$ cat config.mk
export PLATFORM = sky130hd
export DESIGN_NAME = rbtp_delay
export DESIGN_NICKNAME = d
export VERILOG_FILES = /design/src/sv/rbtp_delay.sv
export SDC_FILE = /design/constraint.sdc
export NUM_CORES = 1
export LEC_CHECK = 0
export BUFFER_PORTS_ARGS = -buffer_cell sky130_fd_sc_hd__buf_2
export CAP_MARGIN = 15
export CORE_MARGIN = 2
export CORE_UTILIZATION = 40
export CTS_BUF_LIST = sky130_fd_sc_hd__clkbuf_4 sky130_fd_sc_hd__clkbuf_8
export CTS_CLUSTER_SIZE = 25
export DETAILED_ROUTE_END_ITERATION = 6
export GPL_TIMING_DRIVEN = 1
export HOLD_SLACK_MARGIN = 0.08
export SLEW_MARGIN = 5
export SYNTH_ARGS = -nofsm -noshare
export SYNTH_HDL_FRONTEND = slang
export SYNTH_SLANG_ARGS = --single-unit
$ cat constraint.sdc
create_clock -name clock -period 0.8 [get_ports clock]
set_clock_uncertainty 0.1 [all_clocks]
set_input_delay 0.04 -clock clock [delete_from_list [all_inputs] [get_ports clock]]
set_output_delay 0.04 -clock clock [all_outputs]
set_load 0.02 [all_outputs]
$ cat src/sv/rbtp_delay.sv
module rbtp_delay #(
   parameter int WIDTH = 8,
   parameter int DEPTH = 4
) (
   input  logic             clock,
   input  logic [WIDTH-1:0] din,
   output logic [WIDTH-1:0] dout
);

   logic [WIDTH-1:0] line_ff [DEPTH];

   always_ff @(posedge clock) begin
      line_ff[0] <= din;
      for (int i = 1; i < DEPTH; i++) begin
         line_ff[i] <= line_ff[i-1];
      end
   end

   assign dout = line_ff[DEPTH-1];

endmodule

==> summary.txt <==
Finish
  • Nets: 72
  • Max reg flops: 32
  • Post-route cell area: 942 um^2
  • Top Registers: line_ff: 32 flops
  • Most common cell after layout, fill and taps aside: dfxtp_1
  • Multi-input gates: 0
  • Biggest register: line_ff
  • Commonest cells after routing, fill and taps aside: 24 x dfxtp_1, 8 x dlygate4sd3_1, 8 x buf_2, 8 x dfxtp_2, 8 x buf_6
  • Share of layout cells above drive strength 1: 0.500
  • Antenna Diode Count: 0
  • P&R area growth vs syn: 47.1%
  • Area occupied by multi-input gates: 0 um^2

Placement
  • Placed inst area: 741 um^2
  • Placer Congestion: 0.557
  • Buffers on Ports: 16

STA
  • Unrepaired setup endpoints after global routing: true
  • Slew @ Worst Pin: 0.0908 ns
  • # setup viols final: 8
  • Worst setup margin: -0.0905 ns
  • Relative slew margins: 0.939
  • Max Slew Vio Count: 0
  • Final period utilization: 1.11
  • Final Hold Viols: 0
  • FMAX: 1120 MHz
  • Min Hold Slack: 0.230 ns
  • Minimum clock period: 0.890 ns

Critical path
  • CP top delay family: flip-flops
  • Crit path arrival time: 0.75 ns
  • Crit Path Class: reg2out
  • Crit path max fanout: 1
  • Max stage delay on crit path: 0.33 ns
  • Endpoint class of the critical path: primary output
  • Startpoint types: flop
  • Crit-path cells: buf_6
  • Worst path bufs/invs: 1
  • Critical path data required time: 0.66 ns
  • CP max-delay cell: dfxtp_2

Drt
  • WL final: 659 um
  • DR WL/cell: 8.24 um
  • Vias: 297
  • Drt via density: 3.71
  • Initial DRC count: 4
  • Post-route ant nets: 0
  • Drt first pass iters: 2
  • DRC Markers: 0

Floorplanning
  • # IOs: 17
  • Cell Rows: 14
  • Die area: 1940 um^2
  • Die X-Extent: 44.0 um
  • Chip height: 44.0 um
  • Initial Util: 0.425
  • Core ar.: 1510 um^2

Global routing
  • First-pass GRT wire length: 1000 um
  • GRT overflow: 0
  • Global Route Usage Sum: 0.0838
  • Via count of the first global-routing pass: 293
  • Largest net degree at the start of global routing: 11
  • Antenna violations before repair: 0

CTS
  • Worst-Skew Late Latency: 0.30 ns
  • TritonCTS clock tree: built
  • Post-CTS Repair Setup Buffers: 0
  • H-tree Lvls: 2
  • Sink Count: 32
  • CTS buffer count: 5
  • Clock transition at the registers of the reported paths: 0.09 ns
  • CTS Buffer Depth: 2
  • Clk root buf: clkbuf_4

Power and ir drop
  • Max VDD drop: 1.93 mV
  • Power density over the cells: 2880 nW/um^2
  • Tot Pwr: 2.71 mW
  • Leakage: 0.421 nW

Logic synthesis
  • Post-synthesis net count: 41
  • Netlist cell types: 1
  • Synth top area cells: dfxtp_1 100%
  • Gate Count Post-Synth: 32
  • Mean Syn Cell Area: 20.0 um^2
  • Sequential element share of the synthesized area: 1.00
  • Yosys top cell by area: dfxtp_1
  • Yosys top cell area share: 1.00
  • Yosys warning count: 0
  • Area of the mapped netlist: 641 um^2
  • FF+latch count, synth: 32

Status
  • Status: complete, but fails checks
  • Failing checks: setup timing

Job
  • Max Cap Viol: 0

Hold path
  • Class of the worst hold path: reg2reg
==> final timing paths <==
kind,startpoint,endpoint,slack (ns),depth (start not counted)
hold / removal,line_ff[1][4]$_DFF_P_,line_ff[2][4]$_DFF_P_,0.23,0
setup reg to reg,line_ff[0][3]$_DFF_P_,line_ff[1][3]$_DFF_P_,0.29,0
hold reg to reg,line_ff[1][4]$_DFF_P_,line_ff[2][4]$_DFF_P_,0.23,0
setup / recovery,line_ff[3][3]$_DFF_P_,dout[3],-0.09,1
==> synth_stat cells (all sizes together) <==
cell and instances:
dfxtp 32
==> per-layer routing <==
| metal | global-route usage | up-vias | wire length [um] |
|---|---|---|---|
| li1 | - | 157 | - |
| met1 | 0.0538 | 122 | 254 |
| met2 | 0.138 | 16 | 333 |
| met3 | 0.0367 | 2 | 51 |
| met4 | 0.127 | 0 | 19 |
| met5 | 0 | - | 0 |
==> power by group <==
part	internal [mW]	switching, mW	leakage [nW]	total [mW]
Combinational	0.0773	0.0424	0.113	0.120
Clock	0.418	0.472	0.0380	0.889
Sequential	1.68	0.0205	0.270	1.70
==> per-stage QoR <==
stage	std cells	utilization	setup TNS, ns	worst slack, ns
3_3_place_gp	64	0.492	0	0.231
5_1_grt	80	0.625	-0.972	-0.129
6_report	80	0.625	-0.691	-0.0905
2_1_floorplan	32	-	0	0.265
4_1_cts	80	0.625	-0.819	-0.108
3_5_place_dp	64	0.492	0	0.221
==> logic make-up (layout without fill, tap and decap cells) <==
kind of cell	count (synthesis)	in the layout	share of synthesized area
DFF	32	32	1.00
buffers and inverters	0	32	0
==> area by class of cell <==
| cell class | count | area (um^2) |
|---|---|---|
| fillers | 109 | 564 |
| clock inverters | 2 | 10.0 |
| well taps | 16 | 20.0 |
| repair buffers | 24 | 210 |
| flip-flops and latches | 32 | 651 |
| clock buffers | 6 | 51.3 |
==> timing repair <==
action,in CTS,in global routing
hold buffers,8,0
gates resized for setup,23,1
hold endpoints to repair,8,0
cloned,0,0
setup endpoints to repair,8,8
Note: power is estimated with default switching activity, not from simulation.
