==> src/sv/rbtp_div.sv <==
module rbtp_div #(
   parameter int NUM_W = 32,
   parameter int DEN_W = 13,
   parameter int STAGES = 4
) (
   input  logic             clock,
   input  logic [NUM_W-1:0] num,
   input  logic [DEN_W-1:0] den,
   output logic [NUM_W-1:0] quot,
   output logic [DEN_W-1:0] rem
);

   localparam int SPS = (NUM_W + STAGES - 1) / STAGES;

   logic [NUM_W-1:0] quo_ff [STAGES];
   logic [NUM_W-1:0] quo_in [STAGES];
   logic [DEN_W-1:0] rem_ff [STAGES];
   logic [DEN_W-1:0] rem_in [STAGES];
   logic [NUM_W-1:0] quo_src [STAGES];
   logic [DEN_W-1:0] rem_src [STAGES];

   for (genvar s = 0; s < STAGES; s++) begin : g_stage
      if (s == 0) begin : g_first
         assign quo_src[s] = num;
         assign rem_src[s] = '0;
      end else begin : g_next
         assign quo_src[s] = quo_ff[s-1];
         assign rem_src[s] = rem_ff[s-1];
      end

      always_comb begin
         logic [NUM_W-1:0] n;
         logic [DEN_W-1:0] r;
         logic [DEN_W:0] t;
         n = quo_src[s];
         r = rem_src[s];
         t = '0;
         for (int k = 0; k < SPS; k++) begin
            if (s * SPS + k < NUM_W) begin
               t = {r, n[NUM_W-1]};
               n = {n[NUM_W-2:0], 1'b0};
               if (t >= {1'b0, den}) begin
                  t = t - {1'b0, den};
                  n[0] = 1'b1;
               end
               r = t[DEN_W-1:0];
            end
         end
         quo_in[s] = n;
         rem_in[s] = r;
      end

      always_ff @(posedge clock) begin
         quo_ff[s] <= quo_in[s];
         rem_ff[s] <= rem_in[s];
      end
   end

   assign quot = quo_ff[STAGES-1];
   assign rem  = rem_ff[STAGES-1];

endmodule

==> config.mk <==
export PLATFORM = sky130hd
export DESIGN_NAME = rbtp_div
export DESIGN_NICKNAME = d
export VERILOG_FILES = /design/src/sv/rbtp_div.sv
export SDC_FILE = /design/constraint.sdc
export NUM_CORES = 1
export LEC_CHECK = 0
export BUFFER_PORTS_ARGS = -buffer_cell sky130_fd_sc_hd__buf_4
export CELL_PAD_IN_SITES_DETAIL_PLACEMENT = 0
export CELL_PAD_IN_SITES_GLOBAL_PLACEMENT = 1
export CORE_UTILIZATION = 38
export DETAILED_ROUTE_END_ITERATION = 16
export HOLD_SLACK_MARGIN = 0.1
export PLACE_DENSITY = 0.77
export SLEW_MARGIN = 20
export SYNTH_ARGS = -nofsm -noshare
export SYNTH_HDL_FRONTEND = slang
export SYNTH_SLANG_ARGS = --single-unit
==> constraint.sdc <==
create_clock -name clock -period 26.3 [get_ports clock]
set_clock_uncertainty 0.1 [all_clocks]
set_input_delay 2.63 -clock clock [delete_from_list [all_inputs] [get_ports clock]]
set_output_delay 2.63 -clock clock [all_outputs]
set_load 0.005 [all_outputs]
==> impl_metrics.tcl, run 1 <==
set metrics [dict create \
    run_status "finished clean" \
    worstSkewPairLatency_ns 0.51 \
    synth.distinct_cells 104 \
    antenna_left 0 \
    die_area_um2 70980 \
    rows 96 \
    synthTopCellsByArea "ha_1 19%, dfxtp_1 14%, mux2_2 7.5%" \
    crit_path_max_fanout 21 \
    cts_max_path_buffers 2 \
    finalNetCount 3910 \
    gr-total-overflow 0 \
    synth_nets 3802 \
    diodes 0 \
    wl_met3_um 2624 \
    cts.sinks 180 \
    core_region_area_um2 68950 \
    num_vias 24380 \
    required_ns 26.58 \
    crit_path_frequent_cell "a21oi_1" \
    antenna_found_initial 0 \
    holdPathEnd "quo_ff[3][13]" \
    syn_area_um2 26570 \
    min_path_type "reg -> reg" \
    seq_area_frac_synth_pct 13.56 \
    pin_count 91 \
    path_clk_slew_ns 0.07 \
    fin_crit_ns 24.56 \
    root_buffer "clkbuf_16" \
    vias_per_cell 5.575 \
    period_share_pct 93.37 \
    worst_r2r_endpoint "rem_ff[3][1]" \
    cts_htree_levels 4 \
    async_reset_ff_share_pct 0 \
    hold_viol_final 0 \
    ff2ff_path_depth 91 \
    synth-edff-count 0 \
    worst_pin_slew_ns 1.065 \
    cts_tree "built" \
    place_inst 4325 \
    dpl_cell_area_um2 28480 \
    drv_slew 0 \
    yosys_warnings 0 \
    critPathBufInv 11 \
    cap_violations 0 \
    first_global_vias 23520 \
    ys_ff_latch 180 \
    grt_pass1_wl_um 127600 \
    final_cells 4372 \
    fp.dieW_um 266.4 \
    arrival_ns 24.84 \
    cts-hold-fix-buffers 0 \
    slowest_delay_ns 0.53 \
    drc_errors 0 \
    r2r-start "quo_ff[2][31]" \
    clock.fmax_ghz 0.04072 \
    whs_path_depth 0 \
    wl_per_cell_um 18.24 \
    slew_headroom_pct 28.99 \
    r2r_slack_ns 4.04 \
    yosysTopAreaCellShare_pct 19.07 \
    ys.flop_type "dfxtp_1" \
    postLayoutCoreUtil_pct 42.48 \
    gp_congestion 0.9213 \
    wirelength_um 79730 \
    avgSynthCellArea_um2 8.003 \
    fin_area_um2 29290 \
    drive_above_1_share_pct 13.22 \
    cp_slowest_cell "o311ai_0" \
    hpwl_um 62720 \
    cp-startpoint "den[3]" \
    grt_usage_pct 22.59 \
    die_h_um 266.4 \
    top_layer_used "met4" \
    crit_type "in -> reg" \
    wl_met1_um 39500 \
    met2_length_um 35630 \
    end_kind "flip-flop" \
    start_util_pct 38.54 \
    dr.pass1.iters 5 \
    min_from "quo_ff[2][5]" \
    setup_viol 0 \
    drt_iter0_drc 1432 \
    cpLargestDelayFamily "compound AO/OA/AOI/OAI gates" \
    syn2layout_area_growth_pct 10.23 \
    portBuffers 90 \
    numCtsBuffers 17 \
    fillers 7139 \
    critPathLaunchType "primary input" \
    syn_inst 3320 \
    yosys.area.top_type "ha_1" \
    grt_max_degree 41 \
]
==> stage by stage <==
step / setup TNS, ns / worst slack [ns] / hold slack [ns]
finish: 0 / 1.744 / 0.2279
global route: -0.01164 / -0.01164 / 0.2315
CTS: 0 / 0.6886 / 0.2285
global placement: 0 / 0.08000 / 0.2103
floorplan: 0 / 3.251 / 0.2096
detailed placement: 0 / 0.2663 / 0.2121
==> worst reg2reg max path, delay by kind of cell, from the launching register on <==
kind            cells  cell delay (ns)
mux                 7             2.64
buf+inv            10             1.91
flops               1             0.38
compound gates     47            10.64
fa+ha+maj           9             2.86
simple gates       18             3.60
==> layout by cell type, fill, tap and decap left out, types with 26 or more instances in the layout <==
cell type / Yosys / routed
a21oi_1: 261 / 260
o21a_1: 51 / 51
buf_4: 2 / 137
xor2_1: 105 / 105
nor3_1: 75 / 75
nand4_1: 70 / 70
or2_2: 26 / 26
fa_1: 31 / 31
ha_1: 405 / 405
nor2b_1: 74 / 74
mux2_2: 178 / 178
mux2i_1: 85 / 83
nand2b_1: 55 / 55
nand2_1: 216 / 215
o21ai_0: 215 / 212
nor2_1: 257 / 257
xnor2_1: 165 / 165
nand3_1: 56 / 55
dfxtp_1: 180 / 180
a21boi_0: 37 / 37
a21o_1: 111 / 111
inv_1: 208 / 195
==> metal layers <==
metal  GRT usage, %  vias up
met1          31.34    11390
met5              0        -
met4          7.052        0
li1               -    12440
met3          2.196       91
met2          36.61      459
==> flip-flops by register name, summed over array words and instances (netlist names) <==
| register | cells |
|---|---|
| quo_ff | 128 |
| rem_ff | 52 |
==> how the worst max path moves through the flow <==
stage	endpoint	slack, ns	depth (start not counted)
6_report	rem_ff[1][10]	1.74	91
5_1_grt	rem_ff[1][10]	-0.01	91
4_1_cts	rem_ff[0][10]	0.69	88
3_5_place_dp	rem_ff[1][10]	0.27	88
3_3_place_gp	rem_ff[0][2]	0.08	88
2_1_floorplan	rem_ff[3][10]	3.25	100
==> cell usage after synthesis, types with 70 or more instances <==
cell type    n
a21oi_1    261
nor2b_1     74
a21o_1     111
o21ai_0    215
nand4_1     70
inv_1      208
mux2i_1     85
nand2_1    216
dfxtp_1    180
xnor2_1    165
xor2_1     105
ha_1       405
nor3_1      75
mux2_2     178
nor2_1     257
==> cells by family (layout without fill, tap and decap cells) <==
group | count (synthesis) | in the layout | share of synthesized area, %
and+or+nand+nor | 955 | 955 | 17.81
DFF | 180 | 180 | 13.56
buffers and inverters | 271 | 392 | 4.092
AOI/OAI and AO/OA | 940 | 940 | 23.27
muxes | 268 | 268 | 10.96
xor gates and xnor gates | 270 | 270 | 8.900
adders and majority gates | 436 | 436 | 21.41
==> final cells by class <==
| cell class | count | area [um2] | area share, % |
|---|---|---|---|
| Clock buffer | 17 | 425.4 | 1.452 |
| Tap cell | 931 | 1165 | 3.977 |
| Multi-Input combinational cell | 2869 | 21940 | 74.91 |
| Inverter | 218 | 839.6 | 2.867 |
| Clock inverter | 15 | 205.2 | 0.7006 |
| Sequential cell | 180 | 3603 | 12.30 |
| Timing Repair Buffer | 142 | 1111 | 3.794 |
==> repair_timing <==
item | in CTS | in global routing
setup buffers | 0 | 15
gates resized for setup | 0 | 18
setup endpoints to repair | 0 | 42
Power of run 1 is left out: the tool's default activity adds up to more than one toggle a clock period on the data nets, which glitch-free logic cannot reach.
==> inputs of run 2 (changes only) <==
Settings changed: PLACE_DENSITY 0.77 to 0.63.
==> impl_metrics.tcl, run 2 (synthesis gave the netlist of run 1 again) <==
set metrics [dict create \
    run_status "finished clean" \
    portBuffers 90 \
    critPathBufInv 9 \
    arrival_ns 24.80 \
    cts_max_path_buffers 2 \
    top_regs "quo_ff: 128 flops, rem_ff: 52 flops" \
    pre_cts_ws_ns 0.3510 \
    worst_slack_ns 1.778 \
    ff2ff_path_depth 89 \
    dr.pass1.iters 7 \
    root_buffer "clkbuf_16" \
    drt_iter0_drc 1355 \
    largest_reg_flops 128 \
    die_area_um2 70980 \
    cp_slowest_cell "a221oi_1" \
    r2r_slack_ns 3.89 \
    required_ns 26.57 \
    start_util_pct 38.54 \
    worst_pin_slew_ns 0.9360 \
    antenna_left 0 \
    setup_viol 0 \
    cpLargestDelayFamily "compound AO/OA/AOI/OAI gates" \
    grt_max_degree 25 \
    min_from "quo_ff[1][20]" \
    top_layer_used "met4" \
    antenna_found_initial 1 \
    grt_pass1_wl_um 132900 \
    worst_r2r_endpoint "rem_ff[1][9]" \
    gr-total-overflow 0 \
    critPathLaunchType "primary input" \
    numCtsBuffers 17 \
    vias_per_cell 5.643 \
    dpl_cell_area_um2 28580 \
    cap_violations 0 \
    path_clk_slew_ns 0.08 \
    first_global_vias 24200 \
    grt_usage_pct 24.02 \
    drv_slew 0 \
    clock.fmax_ghz 0.04078 \
    slowest_delay_ns 0.60 \
    cts_htree_levels 4 \
    cts_tree "built" \
    r2r-start "quo_ff[0][31]" \
    wl_met3_um 3032 \
    fin_area_um2 29310 \
    holdPathEnd "quo_ff[2][28]" \
    fp.dieW_um 266.4 \
    wl_met1_um 40730 \
    gp_congestion 0.9261 \
    rows 96 \
    cts.sinks 180 \
    worstSkewPairLatency_ns 0.51 \
    drive_above_1_share_pct 13.21 \
    layout_commonest_cell "ha_1" \
    hold_ws_ns 0.2255 \
    finalNetCount 3921 \
    fin_crit_ns 24.52 \
    wl_per_cell_um 19.63 \
    rsz0062_at_grt "false" \
    die_h_um 266.4 \
    whs_path_depth 0 \
    largest-register "quo_ff" \
    drc_errors 0 \
    met2_length_um 39480 \
    crit_type "in -> reg" \
    crit_path_max_fanout 23 \
    period_share_pct 93.24 \
    crit_cells 90 \
    final_cell_mix "405 x ha_1, 260 x a21oi_1, 257 x nor2_1, 216 x nand2_1, 212 x o21ai_0" \
    min_path_type "reg -> reg" \
    wirelength_um 86070 \
    hpwl_um 67930 \
    slew_headroom_pct 36.81 \
    pin_count 91 \
    syn2layout_area_growth_pct 10.29 \
    core_region_area_um2 68950 \
    num_vias 24740 \
    end_kind "flip-flop" \
    hold_viol_final 0 \
    tns_ns 0 \
    crit_path_frequent_cell "o21ai_0" \
]
run 2: final cells by class:
| cell class | instances | area [um2] |
|---|---|---|
| Inverter | 218 | 832.0 |
| Fill cell | 6978 | 39640 |
| Clock buffer | 19 | 452.9 |
| Clock inverter | 13 | 161.4 |
| Sequential cell | 180 | 3603 |
| Tap cell | 931 | 1165 |
| Antenna cell | 1 | 2.502 |
| Timing Repair Buffer | 152 | 1154 |
| Multi-Input combinational cell | 2870 | 21930 |
run 2: worst max path at each step:
stage                               end    start
after floorplan           rem_ff[3][10]  den[11]
after global placement     rem_ff[1][9]   den[9]
after detailed placement   rem_ff[1][9]   den[9]
after CTS                  rem_ff[1][9]   den[9]
after global routing       rem_ff[1][9]   den[9]
final                      rem_ff[0][9]   den[0]
run 2: timing repair:
| action | CTS | global route |
|---|---|---|
| gates resized for setup | 0 | 6 |
| setup endpoints to repair | 0 | 23 |
| buffers inserted | 0 | 8 |
| hold buffers | 0 | 0 |
run 2: layer usage:
layer / GRT usage [%] / vias up
met4: 9.584 / 0
met2: 39.86 / 485
li1: - / 12450
met5: 0 / -
met1: 31.43 / 11680
met3: 2.934 / 128
run 2: metrics by stage:
stage | utilization, % | cells
floorplan | - | 3320
global placement | 41.45 | 4342
detailed placement | 41.45 | 4342
CTS | 42.34 | 4374
global route | 42.50 | 4383
finish | 42.51 | 4384
Power of run 2 is left out for the same reason.
