`src/sv/rbtp_pkg.sv`:
```
package rbtp_pkg;

   localparam int MAX_DIM = 4096;
   localparam int DIM_W = $clog2(MAX_DIM + 1);
   localparam int COORD_W = 12;
   localparam int FRAME_W = 32;
   localparam int SAMPLE_W = 16;
   localparam int DEPTH_W = 5;
   localparam int BAYER_W = 3;
   localparam int PATTERN_W = 2;
   localparam int CSR_INDEX_W = 3;
   localparam int CSR_DATA_W = 13;
   localparam int BAR_W = 3;
   localparam int NUM_BARS = 8;
   localparam int KW_W = DIM_W + BAR_W;
   localparam int RAMP_W = COORD_W + SAMPLE_W;
   localparam int LAT_A = 4;
   localparam int LAT_B = 4;
   localparam int DEPTH_ENTRIES = 17;
   localparam int DEPTH_IDX_W = $clog2(DEPTH_ENTRIES);

   typedef enum logic [CSR_INDEX_W-1:0] {
      REG_PATTERN = 3'd0,
      REG_WIDTH   = 3'd1,
      REG_HEIGHT  = 3'd2,
      REG_DEPTH   = 3'd3,
      REG_BAYER   = 3'd4
   } reg_index_type;

   typedef enum logic [PATTERN_W-1:0] {
      PAT_RAMP    = 2'd0,
      PAT_BARS    = 2'd1,
      PAT_CHECKER = 2'd2,
      PAT_BOX     = 2'd3
   } pattern_type;

   localparam logic [BAYER_W-1:0] BAYER_RGGB = 3'd0;
   localparam logic [BAYER_W-1:0] BAYER_BGGR = 3'd1;
   localparam logic [BAYER_W-1:0] BAYER_GRBG = 3'd2;
   localparam logic [BAYER_W-1:0] BAYER_GBRG = 3'd3;
   localparam logic [BAYER_W-1:0] BAYER_MONO = 3'd4;

   // Full scale divided by three and two thirds of it, indexed by depth; entry 0 is 16 bits.
   localparam logic [SAMPLE_W-1:0] THIRD_TAB [DEPTH_ENTRIES] = '{
      16'd21845, 16'd0, 16'd1, 16'd2, 16'd5, 16'd10, 16'd21, 16'd42, 16'd85,
      16'd170, 16'd341, 16'd682, 16'd1365, 16'd2730, 16'd5461, 16'd10922, 16'd21845};
   localparam logic [SAMPLE_W-1:0] TWO_THIRD_TAB [DEPTH_ENTRIES] = '{
      16'd43690, 16'd0, 16'd2, 16'd4, 16'd10, 16'd20, 16'd42, 16'd84, 16'd170,
      16'd340, 16'd682, 16'd1364, 16'd2730, 16'd5460, 16'd10922, 16'd21844, 16'd43690};

   typedef struct packed {
      logic [PATTERN_W-1:0] pattern;
      logic [BAYER_W-1:0] bayer;
      logic [SAMPLE_W-1:0] maxv;
      logic [SAMPLE_W-1:0] third;
      logic [SAMPLE_W-1:0] two_third;
      logic [DIM_W-1:0] width;
      logic [DIM_W-1:0] height;
      logic [DIM_W-1:0] ramp_div;
      logic [DIM_W-1:0] block;
      logic [DIM_W-1:0] box;
      logic [DIM_W-1:0] path;
      logic [DIM_W-1:0] span;
      logic [NUM_BARS-2:0][KW_W-1:0] bar_edge;
   } cfg_type;

endpackage

```
`src/sv/rbtp_csr.sv`:
```
module rbtp_csr (
   input  logic                                clock,
   input  logic                                reset,
   input  logic                                csr_valid,
   output logic                                csr_ready,
   input  logic [rbtp_pkg::CSR_INDEX_W-1:0]    csr_index,
   input  logic [rbtp_pkg::CSR_DATA_W-1:0]     csr_wdata,
   output rbtp_pkg::cfg_type                   cfg
);
   import rbtp_pkg::*;

   logic [PATTERN_W-1:0] pattern_ff;
   logic [CSR_DATA_W-1:0] width_ff;
   logic [CSR_DATA_W-1:0] height_ff;
   logic [DEPTH_W-1:0] depth_ff;
   logic [BAYER_W-1:0] bayer_ff;
   cfg_type cfg_ff;
   cfg_type cfg_in;

   assign csr_ready = 1'b1;

   always_ff @(posedge clock) begin
      if (reset) begin
         pattern_ff <= PAT_RAMP;
         width_ff   <= CSR_DATA_W'(640);
         height_ff  <= CSR_DATA_W'(480);
         depth_ff   <= DEPTH_W'(12);
         bayer_ff   <= BAYER_RGGB;
      end else if (csr_valid && csr_ready) begin
         case (csr_index)
            REG_PATTERN: pattern_ff <= csr_wdata[PATTERN_W-1:0];
            REG_WIDTH:   width_ff   <= csr_wdata;
            REG_HEIGHT:  height_ff  <= csr_wdata;
            REG_DEPTH:   depth_ff   <= csr_wdata[DEPTH_W-1:0];
            REG_BAYER:   bayer_ff   <= csr_wdata[BAYER_W-1:0];
            default: ;
         endcase
      end
   end

   always_comb begin
      logic [DIM_W-1:0] w;
      logic [DIM_W-1:0] h;
      logic [DIM_W-1:0] mn;
      logic [DIM_W-1:0] bx;
      logic [DEPTH_IDX_W-1:0] idx;
      w = (width_ff > CSR_DATA_W'(MAX_DIM)) ? DIM_W'(MAX_DIM) : DIM_W'(width_ff);
      h = (height_ff > CSR_DATA_W'(MAX_DIM)) ? DIM_W'(MAX_DIM) : DIM_W'(height_ff);
      mn = (w < h) ? w : h;
      bx = ((mn >> 3) > DIM_W'(8)) ? (mn >> 3) : DIM_W'(8);
      idx = (depth_ff == '0 || depth_ff > DEPTH_W'(16)) ? '0 : DEPTH_IDX_W'(depth_ff);
      cfg_in.pattern = pattern_ff;
      cfg_in.bayer = bayer_ff;
      cfg_in.maxv = (idx == '0) ? '1 : SAMPLE_W'((17'd1 << idx) - 17'd1);
      cfg_in.third = THIRD_TAB[idx];
      cfg_in.two_third = TWO_THIRD_TAB[idx];
      cfg_in.width = w;
      cfg_in.height = h;
      cfg_in.ramp_div = (w > DIM_W'(1)) ? w - DIM_W'(1) : DIM_W'(1);
      cfg_in.block = ((w >> 4) > DIM_W'(4)) ? (w >> 4) : DIM_W'(4);
      cfg_in.box = bx;
      cfg_in.path = ({1'b0, w} > {1'b0, bx} + 1'b1) ? w - bx : DIM_W'(1);
      cfg_in.span = ({1'b0, h} > {1'b0, bx} + 1'b1) ? h - bx : DIM_W'(1);
      for (int k = 0; k < NUM_BARS - 1; k++) begin
         cfg_in.bar_edge[k] = KW_W'(w) * KW_W'(k + 1);
      end
   end

   always_ff @(posedge clock) begin
      cfg_ff <= cfg_in;
   end

   assign cfg = cfg_ff;

endmodule

```
`config.mk`:
```
export PLATFORM = sky130hd
export DESIGN_NAME = rbtp_csr
export DESIGN_NICKNAME = d
export VERILOG_FILES = /design/src/sv/rbtp_pkg.sv /design/src/sv/rbtp_csr.sv
export SDC_FILE = /design/constraint.sdc
export NUM_CORES = 1
export LEC_CHECK = 0
export BUFFER_PORTS_ARGS = -buffer_cell sky130_fd_sc_hd__clkbuf_2
export CAP_MARGIN = 15
export CORE_UTILIZATION = 35
export CTS_BUF_LIST = sky130_fd_sc_hd__clkbuf_4
export CTS_CLUSTER_DIAMETER = 50
export CTS_CLUSTER_SIZE = 28
export DETAILED_ROUTE_END_ITERATION = 10
export GPL_ROUTABILITY_DRIVEN = 0
export PLACE_DENSITY = 0.65
export SLEW_MARGIN = 5
export SYNTH_ARGS = -nofsm -noshare
export SYNTH_HDL_FRONTEND = slang
export SYNTH_SLANG_ARGS = --single-unit
```
`constraint.sdc`:
```
create_clock -name clock -period 7.7 [get_ports clock]
set_input_delay 1.54 -clock clock [delete_from_list [all_inputs] [get_ports clock]]
set_output_delay 1.54 -clock clock [all_outputs]
set_load 0.03 [all_outputs]
```
==> results of run 1 <==
## cell usage after synthesis (8+ instances only)
master / instances / share of area, %
fa_1: 16 / 3.1
a21boi_0: 9 / 0.65
nor2_1: 104 / 3.7
xnor2_1: 51 / 4.3
buf_4: 96 / 6.9
o21ai_0: 34 / 1.6
nand2_1: 124 / 4.5
nor4_1: 8 / 0.48
nor3_1: 19 / 0.91
ha_1: 116 / 14
clkbuf_1: 22 / 0.79
nor2b_1: 15 / 0.90
or2_2: 9 / 0.54
inv_1: 78 / 2.8
dfxtp_1: 198 / 38
mux2i_1: 15 / 1.4
nand2b_1: 15 / 0.90
a21o_1: 16 / 1.2
a21oi_1: 76 / 3.6
## metal layers
metal	vias to the layer above	wire, um	global-route usage, %
met5	-	17	0
met4	2	514	5.54
met3	33	1510	3.57
met2	292	12300	28.1
met1	3774	12000	22.0
li1	4047	-	-
## flip-flops by register name (all words and copies together) (netlist names)
name,count
height_ff,13
pattern_ff,2
depth_ff,5
width_ff,13
cfg,162
bayer_ff,3
## cell families (layout without fill, tap and decap cells)
group / after synthesis / count (layout) / share of synthesized area, %
xor+xnor: 59 / 59 / 5.03
flops: 198 / 198 / 38.0
other cells: 2 / 28 / 0.0720
simple gates: 343 / 343 / 15.6
fa+ha+maj: 133 / 133 / 17.1
buf+inv: 208 / 374 / 11.2
mux: 17 / 17 / 1.68
compound gates: 188 / 188 / 11.3
## metrics by stage
step / hold slack (ps) / setup WS (ps) / std cells
CTS: 359 / 927 / 1721
floorplan: 330 / 1810 / 1171
global route: 366 / 213 / 1723
global placement: 336 / 1310 / 1689
finish: 346 / 876 / 1724
detailed placement: 340 / 998 / 1689
## worst max path at each step
stage	endpoint	cells past startpoint
2_1_floorplan	cfg[121]	31
3_3_place_gp	cfg[117]	27
3_5_place_dp	cfg[117]	27
4_1_cts	cfg[112]	27
5_1_grt	cfg[112]	27
6_report	cfg[112]	27
## cell type report
type,count,area [um2],share of cell area [%]
inverters,85,324,2.76
clock inverters,15,169,1.44
multi-input cells,765,5390,45.8
clock buffers,17,128,1.09
diodes,3,7.51,0.0639
flip-flops and latches,198,3960,33.7
repair buffers,257,1290,11.0
well taps,384,480,4.09
## report_power, final
| group | leakage [nW] | internal (mW) | switching (mW) |
|---|---|---|---|
| clock | 0.161 | 0.178 | 0.406 |
| combinational | 4.09 | 0.172 | 0.389 |
| sequential | 1.62 | 1.09 | 0.0287 |
==> impl_metrics.prom, run 1 <==
# TYPE chip_impl_metric gauge
chip_impl_metric{name="place.detailed.hpwl",unit="um"} 20600
chip_impl_metric{name="design_area",unit="um2"} 11800
chip_impl_metric{name="grt_pass1_vias",unit=""} 7640
chip_impl_metric{name="die-area",unit="um2"} 30500
chip_impl_metric{name="clock_input_transition_at_the_sequential_cells_of_the_worst_setup_and_hold_paths",unit="ps"} 190
chip_impl_info{name="prevailing_post_synth_register_cell",value="dfxtp_1"} 1
chip_impl_metric{name="flop_and_latch_count_out_of_synthesis",unit=""} 198
chip_impl_metric{name="fp-row-count",unit=""} 62
chip_impl_info{name="setup.worst_path.start",value="width_ff[12]"} 1
chip_impl_info{name="setup_repair_after_global_routing_missed_its_margin",value="no"} 1
chip_impl_metric{name="chipHeight",unit="um"} 175
chip_impl_metric{name="cp_data_required_time",unit="ps"} 8230
chip_impl_metric{name="port_buffers",unit=""} 254
chip_impl_metric{name="grt_usage",unit="%"} 17.0
chip_impl_info{name="crit_path_end_kind",value="register"} 1
chip_impl_metric{name="post-route-min-period",unit="ps"} 6820
chip_impl_info{name="tritoncts",value="built"} 1
chip_impl_metric{name="totalWireLength",unit="um"} 26400
chip_impl_metric{name="setup_violations",unit=""} 0
chip_impl_metric{name="core_area",unit="um2"} 29000
chip_impl_metric{name="synthToLayoutAreaGrowth",unit="%"} 12.7
chip_impl_metric{name="maxCapViolations",unit=""} 0
chip_impl_info{name="timing.hold.worst_endpoint",value="cfg[254]"} 1
chip_impl_metric{name="power.static_leakage",unit="nW"} 5.87
chip_impl_info{name="critical_path_start_type",value="register"} 1
chip_impl_metric{name="overflow",unit=""} 0
chip_impl_metric{name="floorplan.initialDensity",unit="%"} 35.9
chip_impl_metric{name="asyncSetResetFlopFracSynth",unit="%"} 0
chip_impl_metric{name="initial_antenna_violation_count",unit=""} 4
chip_impl_metric{name="vias_per_cell",unit=""} 4.73
chip_impl_metric{name="nFillCells",unit=""} 2915
chip_impl_info{name="status",value="completed"} 1
chip_impl_info{name="reg2reg_from",value="width_ff[12]"} 1
chip_impl_metric{name="worst-slew-pin-transition",unit="ps"} 910
chip_impl_metric{name="syn_avg_cell_area",unit="um2"} 9.08
chip_impl_metric{name="hold_depth",unit=""} 0
chip_impl_metric{name="wl_per_cell",unit="um"} 15.3
chip_impl_metric{name="period_share",unit="%"} 88.6
chip_impl_metric{name="final_util",unit="%"} 40.5
chip_impl_metric{name="timing.slew.headroom",unit="%"} 39.1
chip_impl_metric{name="clock_latency",unit="ps"} 610
chip_impl_metric{name="cts.repair_timing.setup_buffer_count",unit=""} 0
chip_impl_metric{name="r2r_setup_slack",unit="ps"} 880
chip_impl_metric{name="synth_sequential_area_ratio",unit="%"} 38.0
chip_impl_metric{name="clockBufferDepth",unit=""} 2
chip_impl_info{name="min_path_type",value="reg -> reg"} 1
chip_impl_metric{name="drt_drc_violations_left",unit=""} 0
chip_impl_metric{name="max_stage_delay",unit="ps"} 680
chip_impl_metric{name="drive_gt1_share",unit="%"} 24.0
chip_impl_metric{name="ant_nets",unit=""} 0
chip_impl_metric{name="fin_tns_setup",unit="ps"} 0
chip_impl_metric{name="detailed_place.area",unit="um2"} 11400
chip_impl_metric{name="largest_net_degree_at_the_start_of_global_routing",unit=""} 37
chip_impl_metric{name="synth.distinct_cells",unit=""} 72
chip_impl_metric{name="number_of_synthesized_flops_with_an_enable_pin",unit=""} 0
chip_impl_metric{name="clock_tree_sinks",unit=""} 198
chip_impl_metric{name="cp_num_buf_inv",unit=""} 3
chip_impl_metric{name="critPathArrivalTime",unit="ps"} 7350
chip_impl_metric{name="timing.final.hold_violations",unit=""} 0
chip_impl_metric{name="irDropWorstVdd",unit="mV"} 0.0993
chip_impl_metric{name="max_freq",unit="MHz"} 147
chip_impl_metric{name="drtIter0Drc",unit=""} 593
chip_impl_info{name="criticalPathCategory",value="reg -> reg"} 1
chip_impl_metric{name="path_max_fanout",unit=""} 18
chip_impl_info{name="worst_r2r_endpoint",value="cfg[112]"} 1
chip_impl_metric{name="pin_count",unit=""} 276
chip_impl_metric{name="number_of_nets_in_the_layout",unit=""} 1475
chip_impl_metric{name="cellPowerDensity",unit="nW/um2"} 193
chip_impl_metric{name="fin_worst_skew",unit="ps"} 37.2
chip_impl_metric{name="ys.warnings.count",unit=""} 0
chip_impl_metric{name="design_power_total",unit="mW"} 2.27
chip_impl_info{name="hold_path.startpoint",value="pattern_ff[0]"} 1
chip_impl_metric{name="fp.dieW",unit="um"} 175
chip_impl_info{name="cts-root-buf",value="clkbuf_4"} 1
chip_impl_metric{name="cts_max_level",unit=""} 4
chip_impl_metric{name="cts.hold.buffers_added",unit=""} 0
chip_impl_metric{name="syn_area",unit="um2"} 10400
chip_impl_metric{name="grt_first_pass_wirelength",unit="um"} 40600
chip_impl_info{name="layout_commonest_cell",value="clkbuf_2"} 1
chip_impl_metric{name="routed_vias",unit=""} 8148
chip_impl_metric{name="synthCells",unit=""} 1148
chip_impl_metric{name="drtPass1Iterations",unit=""} 5
chip_impl_info{name="worst_path_dominant_cell_family",value="simple AND/OR/NAND/NOR gates"} 1
chip_impl_metric{name="final_max_tran_viols",unit=""} 0
chip_impl_metric{name="worst_r2r_path_depth",unit=""} 27
chip_impl_metric{name="post_cts_resize_count",unit=""} 0
chip_impl_info{name="layout.cells.most_common_list",value="254 x clkbuf_2, 198 x dfxtp_1, 124 x nand2_1, 116 x ha_1, 104 x nor2_1"} 1
chip_impl_metric{name="cts-buffers-inserted",unit=""} 17
chip_impl_info{name="critPathSlowestCell",value="dfxtp_1"} 1
Note: power is estimated with default switching activity, not from simulation.
==> inputs of run 2 (changes only) <==
- clock period: 7.7 -> 7.9 ns (I/O delays scaled with it)
==> impl_metrics.prom, run 2 (synthesis gave the netlist of run 1 again) <==
# TYPE chip_impl_metric gauge
chip_impl_info{name="reg2reg_from",value="width_ff[12]"} 1
chip_impl_metric{name="cts-buffers-inserted",unit=""} 17
chip_impl_metric{name="worst_r2r_path_depth",unit=""} 27
chip_impl_metric{name="clockBufferDepth",unit=""} 2
chip_impl_metric{name="initial_antenna_violation_count",unit=""} 6
chip_impl_metric{name="drtIter0Drc",unit=""} 450
chip_impl_metric{name="timing.slew.headroom",unit="%"} 38.8
chip_impl_metric{name="max_freq",unit="MHz"} 150
chip_impl_metric{name="routed_vias",unit=""} 8121
chip_impl_metric{name="period_share",unit="%"} 84.6
chip_impl_metric{name="worst-slew-pin-transition",unit="ps"} 914
chip_impl_info{name="min_path_type",value="reg -> reg"} 1
chip_impl_metric{name="cts.hold.buffers_added",unit=""} 0
chip_impl_metric{name="cp_data_required_time",unit="ps"} 8440
chip_impl_metric{name="cellPowerDensity",unit="nW/um2"} 188
chip_impl_metric{name="chipHeight",unit="um"} 175
chip_impl_metric{name="grt_usage",unit="%"} 17.2
chip_impl_metric{name="floorplan.initialDensity",unit="%"} 35.9
chip_impl_info{name="topRoutingLayerUsed",value="met5"} 1
chip_impl_info{name="crit_path_end_kind",value="register"} 1
chip_impl_metric{name="largest_register_ff_count",unit=""} 162
chip_impl_metric{name="clock_input_transition_at_the_sequential_cells_of_the_worst_setup_and_hold_paths",unit="ps"} 190
chip_impl_metric{name="post-route-min-period",unit="ps"} 6680
chip_impl_metric{name="critPathArrivalTime",unit="ps"} 7220
chip_impl_metric{name="totalWireLength",unit="um"} 26200
chip_impl_info{name="status",value="completed"} 1
chip_impl_info{name="critical_path_start_type",value="register"} 1
chip_impl_metric{name="hold_depth",unit=""} 0
chip_impl_info{name="setup_repair_after_global_routing_missed_its_margin",value="no"} 1
chip_impl_info{name="cts-root-buf",value="clkbuf_4"} 1
chip_impl_metric{name="irDropWorstVdd",unit="mV"} 0.0881
chip_impl_metric{name="clock_tree_sinks",unit=""} 198
chip_impl_metric{name="fin_tns_setup",unit="ps"} 0
chip_impl_metric{name="r2r_setup_slack",unit="ps"} 1220
chip_impl_info{name="setup.worst_path.start",value="width_ff[12]"} 1
chip_impl_metric{name="maxCapViolations",unit=""} 0
chip_impl_metric{name="power.static_leakage",unit="nW"} 5.86
chip_impl_metric{name="number_of_nets_in_the_layout",unit=""} 1474
chip_impl_metric{name="grt_pass1_vias",unit=""} 7717
chip_impl_metric{name="cp_num_buf_inv",unit=""} 3
chip_impl_metric{name="drive_gt1_share",unit="%"} 24.1
chip_impl_metric{name="fp.dieW",unit="um"} 175
chip_impl_metric{name="largest_net_degree_at_the_start_of_global_routing",unit=""} 37
chip_impl_metric{name="final_max_tran_viols",unit=""} 0
chip_impl_metric{name="design_area",unit="um2"} 11700
chip_impl_metric{name="drt_drc_violations_left",unit=""} 0
chip_impl_metric{name="ant_nets",unit=""} 0
chip_impl_metric{name="max_stage_delay",unit="ps"} 670
chip_impl_metric{name="wirelength_met1",unit="um"} 11800
chip_impl_metric{name="cts.repair_timing.setup_buffer_count",unit=""} 0
chip_impl_metric{name="port_buffers",unit=""} 254
chip_impl_metric{name="pin_count",unit=""} 276
chip_impl_metric{name="vias_per_cell",unit=""} 4.71
chip_impl_info{name="worst_r2r_endpoint",value="cfg[112]"} 1
chip_impl_metric{name="detailed_place.area",unit="um2"} 11400
chip_impl_info{name="layout.cells.most_common_list",value="254 x clkbuf_2, 198 x dfxtp_1, 124 x nand2_1, 116 x ha_1, 104 x nor2_1"} 1
chip_impl_metric{name="fp-row-count",unit=""} 62
chip_impl_metric{name="fin_worst_skew",unit="ps"} 28.2
chip_impl_info{name="hold_path.startpoint",value="pattern_ff[0]"} 1
chip_impl_info{name="worst_path_dominant_cell_family",value="simple AND/OR/NAND/NOR gates"} 1
chip_impl_metric{name="wl_per_cell",unit="um"} 15.2
chip_impl_metric{name="core_area",unit="um2"} 29000
chip_impl_metric{name="overflow",unit=""} 0
chip_impl_info{name="criticalPathCategory",value="reg -> reg"} 1
chip_impl_metric{name="cts_max_level",unit=""} 4
chip_impl_metric{name="setup_violations",unit=""} 0
chip_impl_metric{name="grt_first_pass_wirelength",unit="um"} 40800
chip_impl_info{name="layout_commonest_cell",value="clkbuf_2"} 1
chip_impl_metric{name="synthToLayoutAreaGrowth",unit="%"} 12.7
chip_impl_metric{name="dr_wl_met3",unit="um"} 1490
chip_impl_info{name="timing.hold.worst_endpoint",value="cfg[254]"} 1
chip_impl_metric{name="drtPass1Iterations",unit=""} 5
chip_impl_info{name="critPathSlowestCell",value="dfxtp_1"} 1
chip_impl_metric{name="place.detailed.hpwl",unit="um"} 20600
chip_impl_info{name="tritoncts",value="built"} 1
chip_impl_metric{name="die-area",unit="um2"} 30500
chip_impl_metric{name="post_cts_resize_count",unit=""} 0
chip_impl_metric{name="wl_met2",unit="um"} 12400
chip_impl_metric{name="timing.final.hold_violations",unit=""} 0
chip_impl_metric{name="path_max_fanout",unit=""} 18
chip_impl_metric{name="clock_latency",unit="ps"} 610
==> run 2: metal layers <==
layer,vias to the layer above,global-route usage [%]
li1,4048,-
met1,3753,21.9
met2,281,28.9
met3,37,3.55
met4,2,5.69
met5,-,0
==> run 2: how the worst max path moves through the flow <==
stage,endpoint,slack (ps),cells past startpoint
finish,cfg[112],1220,27
global route,cfg[112],530,27
CTS,cfg[112],1210,27
detailed placement,cfg[117],1290,27
global placement,cfg[117],1530,27
floorplan,cfg[121],2010,31
==> run 2: final cells by class <==
class / count / area (um2)
Sequential cell: 198 / 3960
Timing Repair Buffer: 256 / 1290
Clock inverter: 14 / 164
Tap cell: 384 / 480
Antenna cell: 3 / 7.51
Clock buffer: 18 / 135
Inverter: 85 / 324
Multi-Input combinational cell: 765 / 5390
Fill cell: 2945 / 17300
==> run 2: worst reg2reg max path, cell delays in order, from the launching register on <==
cell       delay, ps
dfxtp_1          670
inv_4            220
nand2_1          430
inv_1            370
ha_1             310
a21oi_1          120
nor3_1            60
or3_4            450
nor2_8           270
nor3_1            90
a21oi_1          440
inv_1            130
ha_1             230
nand2_1           80
nor3_1            80
nand2_1          130
xnor2_1          150
ha_1             280
a21o_1           190
a21o_1           170
a21oi_1          130
nor2_1            50
a2111oi_0        560
a21oi_1          190
nor2_1           140
mux2i_1           90
nand2_1          380
or2_2            200
==> run 2: metrics by stage <==
| stage | hold WS, ps | power (mW) | worst slack, ps | utilization (%) | instances |
|---|---|---|---|---|---|
| finish | 356 | 2.21 | 1220 | 40.5 | 1723 |
| global route | 367 | 2.32 | 528 | 40.5 | 1722 |
| CTS | 364 | 2.23 | 1210 | 40.5 | 1720 |
| detailed placement | 343 | 1.66 | 1290 | 39.4 | 1688 |
| global placement | 335 | 1.66 | 1530 | 39.4 | 1688 |
| floorplan | 330 | 1.54 | 2010 | - | 1171 |
==> run 2: report_power, final <==
group          switching (mW)  total [mW]  internal (mW)  leakage, nW
Sequential             0.0284        1.10           1.07         1.62
Combinational           0.380       0.548          0.168         4.09
Clock                   0.390       0.567          0.177        0.161
